`config.mk`:
```
export PLATFORM = sky130hd
export DESIGN_NAME = slins_cell
export DESIGN_NICKNAME = d
export VERILOG_FILES = /design/src/rtl/core/slins_pkg.sv /design/src/rtl/core/slins_cell.sv
export SDC_FILE = /design/constraint.sdc
export NUM_CORES = 1
export LEC_CHECK = 0
export BUFFER_PORTS_ARGS = -buffer_cell sky130_fd_sc_hd__buf_2
export CAP_MARGIN = 0
export CORE_ASPECT_RATIO = 1.5
export CORE_MARGIN = 4
export CORE_UTILIZATION = 41
export DETAILED_ROUTE_END_ITERATION = 6
export PLACE_DENSITY = 0.85
export SETUP_SLACK_MARGIN = 0.02
export SLEW_MARGIN = 5
export SYNTH_ARGS = -nofsm -noshare
export SYNTH_HDL_FRONTEND = slang
export SYNTH_SLANG_ARGS = --single-unit
```
`constraint.sdc`:
```
create_clock -name i_clk -period 4.5 [get_ports i_clk]
set_clock_uncertainty 0.2 [all_clocks]
set_input_delay 0.9 -clock i_clk [delete_from_list [all_inputs] [get_ports i_clk]]
set_output_delay 0.9 -clock i_clk [all_outputs]
set_load 0.01 [all_outputs]
```
`src/rtl/core/slins_pkg.sv`:
```
// ----------------------------------------------------------------------------
// slins_pkg: shared types and constants for the sequential list insert block
// Sizes of the list, field widths, status and operation codes, control states.
// ----------------------------------------------------------------------------
package slins_pkg;

    localparam int CAPACITY = 128;
    localparam int DATA_W   = 32;
    localparam int POS_W    = 8;
    localparam int LEN_W    = 8;
    localparam int IDX_W    = $clog2(CAPACITY);
    localparam int GRP_SIZE = 16;
    localparam int N_GRP    = (CAPACITY + GRP_SIZE - 1) / GRP_SIZE;

    typedef enum logic [1:0] {
        ST_OK     = 2'd0,
        ST_BADPOS = 2'd1,
        ST_FULL   = 2'd2
    } t_status;

    typedef enum logic {
        KIND_INSERT = 1'b0,
        KIND_READ   = 1'b1
    } t_kind;

    typedef enum logic [1:0] {
        S_IDLE,
        S_EXEC,
        S_GATHER,
        S_FINISH
    } t_state;

    // Broadcast from the controller to every cell
    typedef struct packed {
        logic              ins_en;
        logic              tap_en;
        logic              rd_ok;
        logic [POS_W-1:0]  slot;
        logic [DATA_W-1:0] value;
    } t_cell_cmd;

endpackage

```
`src/rtl/core/slins_cell.sv`:
```
// ----------------------------------------------------------------------------
// slins_cell: one list slot
// Holds one entry, shifts in its lower neighbor on insert, taps for reads.
// ----------------------------------------------------------------------------
module slins_cell import slins_pkg::*; (
    input  logic              i_clk,
    input  logic [IDX_W-1:0]  i_index,
    input  t_cell_cmd         i_cmd,
    input  logic [DATA_W-1:0] i_prev_entry,
    output logic [DATA_W-1:0] o_entry,
    output logic [DATA_W-1:0] o_tap
);

    logic [DATA_W-1:0] r_entry;
    logic [DATA_W-1:0] r_tap;
    logic [POS_W-1:0]  idx_ext;
    logic              above;
    logic              at;

    assign idx_ext = POS_W'(i_index);
    assign above   = idx_ext > i_cmd.slot;
    assign at      = idx_ext == i_cmd.slot;

    always_ff @(posedge i_clk) begin
        if (i_cmd.ins_en) begin
            if (above) begin
                r_entry <= i_prev_entry;
            end else if (at) begin
                r_entry <= i_cmd.value;
            end
        end
        if (i_cmd.tap_en) begin
            r_tap <= (at && i_cmd.rd_ok) ? r_entry : '0;
        end
    end

    assign o_entry = r_entry;
    assign o_tap   = r_tap;

endmodule

```
==> flow_summary_export.csv, run 1 <==
group,metric,value,unit
critical_path,crit_slowest_cell,"o21ai_4",
sta,fin_ws,1.49,ns
detailed_routing,antenna_left,0,
hold_path,hold_depth,1,
cells_and_area,area_delta_synth_final,33.8,%
critical_path,r2r_cells,1,
synth,async_flop_share,0,
detailed_routing,drt-initial-drc-count,94,
global_route,grt_max_degree,33,
synth,synth_area_leader_cell,"edfxtp_1",
clocking,cts_buffers,9,
clocking,cts-resized-gates,0,
critical_path,arrival,2.90,ns
cells_and_area,fin_nets,407,
sta,setup_viol_count_final,0,
synth,yosysWarnings,0,
global_route,grt_usage,0.151,
clocking,cts_tree,"built",
sta,fin_setup_tns,0,ns
synth,synth_edf_count,64,
detailed_routing,drt_pass1_iterations,4,
sta,fmax,332,MHz
cells_and_area,diodes,0,
sta,hold_slack,0.341,ns
job,cap_viol_max_count,0,
sta,max-slew-margin-rel,0.452,
sta,timing.final.crit_period,3.01,ns
global_route,antenna_found_initial,0,
power_and_ir_drop,max-vdd-ir-drop,145,µV
synth,syn_nets,254,
synth,synth_cell_type_count,20,
place,gp_congestion,0.745,
die,die_w,76.3,µm
place,place_area,3690,µm²
synth,ys_seq_elements,64,
die,row_count,37,
global_route,grt_overflow,0,
synth,synth.most_common_cell,"edfxtp_1",
hold_path,min_to,"o_tap[26]",
detailed_routing,via_count,1841,
detailed_routing,post-route-drc-count,0,
detailed_routing,wl,6190,µm
critical_path,crit_path_end_kind,"register",
clocking,clock-sinks,64,
place,place_ws,1.14,ns
die,boundaryPins,147,
critical_path,criticalPathCategory,"primary input to register",
sta,hold_viol_final,0,
synth,syn_area,2870,µm²
place,placed_cells,384,
die,coreArea,6850,µm²
critical_path,reg2reg_to,"o_tap[16]",
clocking,htree_levels,3,
die,dieArea,8430,µm²
global_route,grt_pass1_vias,2049,
power_and_ir_drop,p_leak,1.84,nW
detailed_routing,post_drt_wl_per_cell,15.5,µm
clocking,clock_path_buffers,2,
clocking,cts_setup_buffers,0,
die,initial_core_util,0.419,
clocking,path_clk_slew,0.06,ns
clocking,clk_latency,0.33,ns
critical_path,crit_family,"compound AO/OA/AOI/OAI gates",
critical_path,start_kind,"primary input",
critical_path,path_max_fanout,17,
critical_path,worstReg2RegStart,"o_entry[16]",
cells_and_area,fin_area,3840,µm²
synth,seq_area_frac_synth,0.670,
critical_path,r2r_setup_slack,3.48,ns
critical_path,critPathMaxStageDelay,0.60,ns
power_and_ir_drop,power_density,329,nW/µm²
synth,syn_inst,164,
cells_and_area,drive_gt1_frac,0.604,
synth,synth_top_area_frac,0.670,
hold_path,hp-class,"register to register",
clocking,cts_root_buffer,"clkbuf_8",
place,port_buffers,146,
sta,drv_slew,0,
critical_path,path_cells,"buf_2, ha_1, nor2b_4, o211ai_2, a21oi_2, o21ai_4, buf_12, mux2_4",
place,hpwl,5140,µm
cells_and_area,layout.cells.non_filler,399,
global_route,grt_pass1_wl,9720,µm
synth,synth.area.top_cells,"edfxtp_1 67%, mux2_4 16%, and2_1 7.0%",
detailed_routing,viasPerCell,4.61,
clocking,hold_buffers,0,
sta,tightest_slew,0.822,ns
critical_path,crit_required,4.39,ns
cells_and_area,nFillCells,564,
critical_path,critPathBufInv,2,
cells_and_area,multiInputGateArea,887,µm²
hold_path,hp-start,"o_entry[26]",
synth,synth_flop_cell,"edfxtp_1",
die,fp.dieH,110,µm
cells_and_area,seq_area,1920,µm²
synth,synth_area_per_cell,17.5,µm²
sta,layout_worst_path_cycle_share,0.669,
sta,grt_setup_unrepaired,"no",
synth,synth_common_cells,"64 x edfxtp_1, 32 x and2_1, 30 x mux2_4, 7 x ha_1, 7 x inv_1",
status,status,"finished clean",
-- flip-flops by register name, indices dropped and copies added, names as in the netlist --
register / flops
o_tap: 32
o_entry: 32
-- worst max path at each step --
| stage | startpoint | to | slack, ns | cells after the start |
|---|---|---|---|---|
| after detailed placement | i_index[1] | o_entry[4] | 1.14 | 8 |
| after floorplan | i_cmd[33] | o_entry[0] | 0.97 | 7 |
| final | i_index[1] | o_entry[4] | 1.49 | 8 |
| after global placement | i_index[1] | o_entry[6] | 1.20 | 8 |
| after global routing | i_cmd[33] | o_entry[6] | 1.36 | 9 |
| after CTS | i_index[1] | o_entry[8] | 1.49 | 8 |
-- power by group --
part | internal, mW | switching, mW
Combinational | 0.0991 | 0.0789
Sequential | 0.690 | 0.0114
Clock | 0.194 | 0.190
Total | 0.983 | 0.280
-- placed cells by master, fill, tap and decap left out, drive strengths merged --
cell type  Yosys  final
and3b          1      1
o21ai          1      1
a21oi          3      3
o211ai         1      1
inv            7      7
nor2           3      3
clkbuf         3     13
and2          32     32
nand3          2      2
mux2          32     32
ha             7      7
nor2b          1      1
edfxtp        64     64
a31oi          1      1
nand2          1      1
nor3b          1      1
nand4          1      1
buf            3    148
clkinv         0      2
-- routing by layer --
| metal | vias to the layer above | global-route usage | wire length (µm) |
|---|---|---|---|
| met3 | 18 | 0.0343 | 376 |
| met4 | 0 | 0.102 | 231 |
| met5 | - | 0 | 0 |
| li1 | 905 | - | - |
| met1 | 836 | 0.136 | 2020 |
| met2 | 82 | 0.289 | 3570 |
-- final cells by class --
class | count | area share
flip-flops and latches | 64 | 0.501
multi-input cells | 87 | 0.231
well taps | 78 | 0.0254
clock inverters | 2 | 0.00196
repair buffers | 148 | 0.198
inverters | 7 | 0.00685
clock buffers | 13 | 0.0362
-- stage by stage --
| step | power, mW | util |
|---|---|---|
| 6_report | 1.26 | 0.560 |
| 5_1_grt | 1.32 | 0.560 |
| 4_1_cts | 1.28 | 0.560 |
| 3_5_place_dp | 0.896 | 0.539 |
| 3_3_place_gp | 0.889 | 0.539 |
| 2_1_floorplan | 0.812 | - |
-- kinds of logic (layout without fill, tap and decap cells) --
kind of cell               Yosys count  after routing  synth area share
and+or+nand+nor                     42             42            0.0911
buffers and inverters               13            170            0.0249
muxes                               32             32             0.165
AOI/OAI and AO/OA                    6              6            0.0188
DFF                                 64             64             0.670
adders and majority gates            7              7            0.0305
No activity file was read; power rests on OpenSTA's default activity.
==> run 2: changes to the inputs <==
--- a/config.mk
+++ b/config.mk
@@ -5,13 +5,14 @@
 export SDC_FILE = /design/constraint.sdc
 export NUM_CORES = 1
 export LEC_CHECK = 0
+export ABC_AREA = 1
 export BUFFER_PORTS_ARGS = -buffer_cell sky130_fd_sc_hd__buf_2
 export CAP_MARGIN = 0
 export CORE_ASPECT_RATIO = 1.5
 export CORE_MARGIN = 4
-export CORE_UTILIZATION = 41
+export CORE_UTILIZATION = 42
 export DETAILED_ROUTE_END_ITERATION = 6
-export PLACE_DENSITY = 0.85
+export PLACE_DENSITY = 0.83
 export SETUP_SLACK_MARGIN = 0.02
 export SLEW_MARGIN = 5
 export SYNTH_ARGS = -nofsm -noshare
==> constraint.sdc (replaced) <==
create_clock -name i_clk -period 3.1 [get_ports i_clk]
set_clock_uncertainty 0.2 [all_clocks]
set_input_delay 0.62 -clock i_clk [delete_from_list [all_inputs] [get_ports i_clk]]
set_output_delay 0.62 -clock i_clk [all_outputs]
set_load 0.01 [all_outputs]
==> flow_summary_export.csv, run 2 <==
group,metric,value,unit
status,status,"finished clean",
power_and_ir_drop,clockPowerShare,0.298,
power_and_ir_drop,p_sw,0.443,mW
power_and_ir_drop,internal_power,1.40,mW
synth,synth_edf_count,64,
power_and_ir_drop,swShare,0.240,
power_and_ir_drop,power_density,472,nW/µm²
global_route,grt_max_degree,33,
synth,synth_area_leader_cell,"edfxtp_1",
detailed_routing,drt_pass1_iterations,4,
critical_path,start_kind,"primary input",
synth,synth_area_per_cell,10.7,µm²
clocking,path_clk_slew,0.06,ns
sta,max-slew-margin-rel,0.554,
sta,fmax,423,MHz
detailed_routing,wl,6800,µm
synth,synth.area.top_cells,"edfxtp_1 65%, nand2_1 9.5%, nor2_2 6.3%",
synth,syn_area,2970,µm²
place,gp_congestion,0.909,
die,coreArea,6850,µm²
sta,drv_slew,0,
critical_path,crit_path_end_kind,"register",
global_route,antenna_found_initial,0,
cells_and_area,layout.cells.most_common_list,"146 x buf_2, 75 x nand2_1, 64 x edfxtp_1",
clocking,htree_levels,3,
die,row_count,37,
die,fp.dieH,111,µm
synth,syn_nets,366,
sta,setup_viol_count_final,0,
clocking,cts_tree,"built",
synth,synth.most_common_cell,"nand2_1",
synth,synth_flop_cell,"edfxtp_1",
global_route,grt_pass1_wl,11000,µm
cells_and_area,final_common_cell,"buf_2",
critical_path,path_max_fanout,32,
detailed_routing,post_drt_wl_per_cell,13.4,µm
synth,synth_common_cells,"75 x nand2_1, 64 x edfxtp_1, 46 x inv_1, 33 x nand3_1, 30 x nor2_2",
global_route,grt_overflow,0,
detailed_routing,drt-initial-drc-count,170,
synth,synth_top_area_frac,0.648,
synth,ys_seq_elements,64,
place,placed_cells,492,
critical_path,crit_required,3.09,ns
critical_path,crit_slowest_cell,"nand2_2",
synth,yosysWarnings,0,
critical_path,crit_family,"simple AND/OR/NAND/NOR gates",
power_and_ir_drop,p_leak,2.04,nW
sta,timing.final.crit_period,2.36,ns
clocking,clock-sinks,64,
critical_path,criticalPathCategory,"primary input to register",
die,boundaryPins,147,
place,place_ws,0.397,ns
synth,async_flop_share,0,
synth,synth_cell_type_count,17,
critical_path,r2r_setup_slack,2.08,ns
detailed_routing,viasPerCell,4.56,
cells_and_area,layout.cells.non_filler,507,
sta,grt_setup_unrepaired,"no",
clocking,clock_path_buffers,2,
detailed_routing,post-route-drc-count,0,
place,hpwl,5560,µm
critical_path,critPathMaxStageDelay,0.43,ns
hold_path,hp-class,"primary input to register",
cells_and_area,fin_nets,515,
critical_path,path_cells,"buf_2, inv_1, ha_1, inv_1, nor3_2, nand4_2, buf_4, nand2_2, nand2_1, nand2_1",
critical_path,arrival,2.35,ns
clocking,cts_buffers,9,
place,port_buffers,146,
die,die_w,76.6,µm
sta,fin_setup_tns,0,ns
clocking,hold_buffers,0,
cells_and_area,diodes,0,
clocking,cts_setup_buffers,0,
clocking,cts-resized-gates,0,
sta,layout_worst_path_cycle_share,0.762,
power_and_ir_drop,seqPwrFrac,0.561,
synth,seq_area_frac_synth,0.648,
die,dieArea,8500,µm²
clocking,cts_root_buffer,"clkbuf_8",
global_route,grt_usage,0.167,
detailed_routing,via_count,2311,
detailed_routing,antenna_left,0,
sta,hold_viol_final,0,
critical_path,critPathBufInv,4,
clocking,clk_latency,0.32,ns
power_and_ir_drop,max-vdd-ir-drop,163,µV
die,initial_core_util,0.433,
job,cap_viol_max_count,0,
cells_and_area,area_delta_synth_final,31.5,%
power_and_ir_drop,p_comb_frac,0.141,
cells_and_area,drive_gt1_frac,0.450,
global_route,grt_pass1_vias,2371,
sta,tightest_slew,0.669,ns
sta,fin_ws,0.738,ns
synth,syn_inst,276,
-- run 2: cells by family after synthesis --
group,share of synthesized area
simple gates,0.232
flops,0.648
buf+inv,0.0861
fa+ha+maj,0.0295
compound gates,0.00422
-- run 2: final cells by class --
cell class                      instances  area [µm²]
Inverter                               46         173
Multi-Input combinational cell        154         788
Fill cell                             608        2950
Sequential cell                        64        1920
Timing Repair Buffer                  150         773
Tap cell                               78        97.6
Clock buffer                           13         139
Clock inverter                          2        7.51
-- run 2: per-stage QoR --
| step | hold WS (ns) | utilization | instance area [µm²] | total power, mW |
|---|---|---|---|---|
| finish | 0.360 | 0.569 | 3900 | 1.84 |
| global placement | 0.360 | 0.548 | 3750 | 1.30 |
| global route | 0.356 | 0.569 | 3900 | 1.94 |
| detailed placement | 0.366 | 0.548 | 3750 | 1.31 |
| CTS | 0.343 | 0.569 | 3900 | 1.86 |
| floorplan | 0.415 | - | 2970 | 1.18 |
-- run 2: path summary, 6_finish.rpt --
kind / startpoint / end / cells after the start
setup / recovery: i_cmd[38] / o_entry[20] / 10
hold / removal: i_cmd[2] / o_entry[2] / 3
setup reg to reg: o_entry[17] / o_tap[17] / 2
hold reg to reg: o_entry[23] / o_tap[23] / 2
-- run 2: power groups by stage --
stage | sequential (mW) | combinational, mW | clock (mW)
3_3_place_gp | 1.05 | 0.254 | 0
4_1_cts | 1.03 | 0.263 | 0.564
6_report | 1.03 | 0.260 | 0.549
3_5_place_dp | 1.05 | 0.262 | 0
2_1_floorplan | 1.07 | 0.110 | 0
5_1_grt | 1.04 | 0.294 | 0.612
-- run 2: worst reg2reg max path, stage by stage (launching register included) --
cell	delay, ns
edfxtp_1	0.43
inv_1	0.10
nor2_2	0.04
-- run 2: routing by layer --
layer,share of wire,track usage,up-vias
li1,-,-,1183
met1,0.36,0.173,1027
met2,0.55,0.309,87
met3,0.061,0.0398,14
met4,0.029,0.0859,0
met5,0,0,-
==> run 3: changes to the inputs <==
--- a/config.mk
+++ b/config.mk
@@ -5,14 +5,14 @@
 export SDC_FILE = /design/constraint.sdc
 export NUM_CORES = 1
 export LEC_CHECK = 0
-export ABC_AREA = 1
+export ABC_AREA = 0
 export BUFFER_PORTS_ARGS = -buffer_cell sky130_fd_sc_hd__buf_2
 export CAP_MARGIN = 0
 export CORE_ASPECT_RATIO = 1.5
 export CORE_MARGIN = 4
-export CORE_UTILIZATION = 42
+export CORE_UTILIZATION = 41
 export DETAILED_ROUTE_END_ITERATION = 6
-export PLACE_DENSITY = 0.83
+export PLACE_DENSITY = 0.85
 export SETUP_SLACK_MARGIN = 0.02
 export SLEW_MARGIN = 5
 export SYNTH_ARGS = -nofsm -noshare
==> constraint.sdc (replaced) <==
create_clock -name i_clk -period 2.1 [get_ports i_clk]
set_clock_uncertainty 0.2 [all_clocks]
set_input_delay 0.42 -clock i_clk [delete_from_list [all_inputs] [get_ports i_clk]]
set_output_delay 0.42 -clock i_clk [all_outputs]
set_load 0.01 [all_outputs]
==> flow_summary_export.csv, run 3 (synthesis gave the netlist of run 1 again) <==
group,metric,value,unit
cells_and_area,final_common_cell,"buf_2",
global_route,grt_overflow,0,
sta,fmax,487,MHz
cells_and_area,diodes,0,
place,port_buffers,146,
clocking,cts_tree,"built",
power_and_ir_drop,power_density,690,nW/µm²
job,cap_viol_max_count,0,
critical_path,r2r_setup_slack,1.08,ns
clocking,cts_buffers,9,
cells_and_area,fin_nets,412,
detailed_routing,post-route-drc-count,0,
detailed_routing,viasPerCell,4.78,
critical_path,crit_path_end_kind,"register",
cells_and_area,drive_gt1_frac,0.629,
power_and_ir_drop,p_leak,1.90,nW
clocking,clock_path_buffers,2,
cells_and_area,nFillCells,534,
sta,hold_slack,0.188,ns
sta,tightest_slew,0.682,ns
cells_and_area,layout.cells.most_common_list,"145 x buf_2, 64 x edfxtp_1, 32 x and2_1",
cells_and_area,multiInputGateArea,922,µm²
die,die_w,76.3,µm
hold_path,hp-class,"primary input to register",
clocking,path_clk_slew,0.06,ns
place,hpwl,5300,µm
clocking,clk_latency,0.33,ns
sta,max-slew-margin-rel,0.545,
power_and_ir_drop,max-vdd-ir-drop,287,µV
sta,fin_setup_tns,0,ns
cells_and_area,area_delta_synth_final,39.6,%
global_route,grt_pass1_vias,2086,
cells_and_area,final_core_util,0.585,
detailed_routing,drt-initial-drc-count,120,
die,dieArea,8430,µm²
detailed_routing,m1WireLength,2270,µm
detailed_routing,drt_pass1_iterations,4,
sta,layout_worst_path_cycle_share,0.977,
detailed_routing,antenna_left,0,
detailed_routing,wl_met2,3720,µm
global_route,grt_max_degree,33,
critical_path,arrival,1.93,ns
clocking,clock-sinks,64,
cells_and_area,seq_area,1920,µm²
critical_path,start_kind,"primary input",
critical_path,criticalPathCategory,"primary input to register",
global_route,grt_usage,0.157,
detailed_routing,routed-wl-met3,417,µm
critical_path,crit_required,1.98,ns
die,initial_core_util,0.419,
place,gp_congestion,0.808,
critical_path,path_max_fanout,9,
sta,grt_setup_unrepaired,"no",
sta,hold_viol_final,0,
die,coreArea,6850,µm²
global_route,grt_pass1_wl,10000,µm
critical_path,worstReg2RegStart,"o_entry[0]",
critical_path,critPathLaunch,"i_index[6]",
sta,setup_viol_count_final,0,
sta,drv_slew,0,
die,fp.dieH,110,µm
die,boundaryPins,147,
status,status,"finished clean",
clocking,hold_buffers,0,
clocking,htree_levels,3,
detailed_routing,wl,6630,µm
global_route,antenna_found_initial,0,
hold_path,hp-start,"i_prev_entry[29]",
die,row_count,37,
detailed_routing,post_drt_wl_per_cell,16.4,µm
clocking,cts_root_buffer,"clkbuf_8",
detailed_routing,via_count,1932,
sta,timing.final.crit_period,2.05,ns
detailed_routing,dr.max_layer_used,"met4",
[run 3: changes by cell type in the layout (fill, tap and decap cells not counted), sizes merged, moves of 2 or more]
cell | previous run | this run
nand2 | 76 | 1
nand3 | 33 | 2
mux2 | 0 | 32
and2 | 0 | 32
nor2 | 33 | 3
a21oi | 1 | 3
inv | 46 | 7
clkbuf | 13 | 15
[run 3: metal layers]
metal	global-route usage	up-vias
li1	-	917
met1	0.140	911
met2	0.299	85
met3	0.0481	19
met4	0.0955	0
met5	0	-
[run 3: path summary, 6_finish.rpt]
kind	end	depth (start not counted)
worst max register to register	o_tap[0]	1
worst max-delay path	o_entry[30]	8
worst min register to register	o_tap[11]	1
worst min-delay path	o_entry[29]	2
[run 3: final cells by class]
type	instances	share of cell area
well taps	78	0.0244
clock inverters	2	0.00187
clock buffers	13	0.0347
inverters	7	0.00843
flip-flops and latches	64	0.480
multi-input cells	87	0.230
repair buffers	153	0.221
[run 3: stage by stage]
stage	cell area, µm²	worst slack [ns]	power [mW]	cells
2_1_floorplan	2910	-0.490	1.75	164
3_3_place_gp	3780	-0.252	1.92	386
3_5_place_dp	3780	-0.301	1.94	386
4_1_cts	3920	0.0576	2.76	401
5_1_grt	4010	0.0234	2.89	404
6_report	4010	0.0477	2.76	404
[run 3: power breakdown]
| group | internal [mW] | switching [mW] |
|---|---|---|
| combinational | 0.248 | 0.184 |
| sequential | 1.48 | 0.0245 |
| clock | 0.416 | 0.412 |
| total | 2.14 | 0.621 |
[run 3: repair_timing]
item / 4_1_cts / 5_1_grt
setup buffers: 0 / 1
setup endpoints to repair: 0 / 2
resized for setup: 0 / 4
endpoints found under the hold margin: 0 / 0
[run 3: critical path: stages]
cell and delay [ns]:
buf_2 0.10, ha_1 0.33, a21oi_1 0.15, nand2_1 0.13, o21ai_4 0.19, buf_12 0.14, clkbuf_16 0.16, mux2_4 0.29
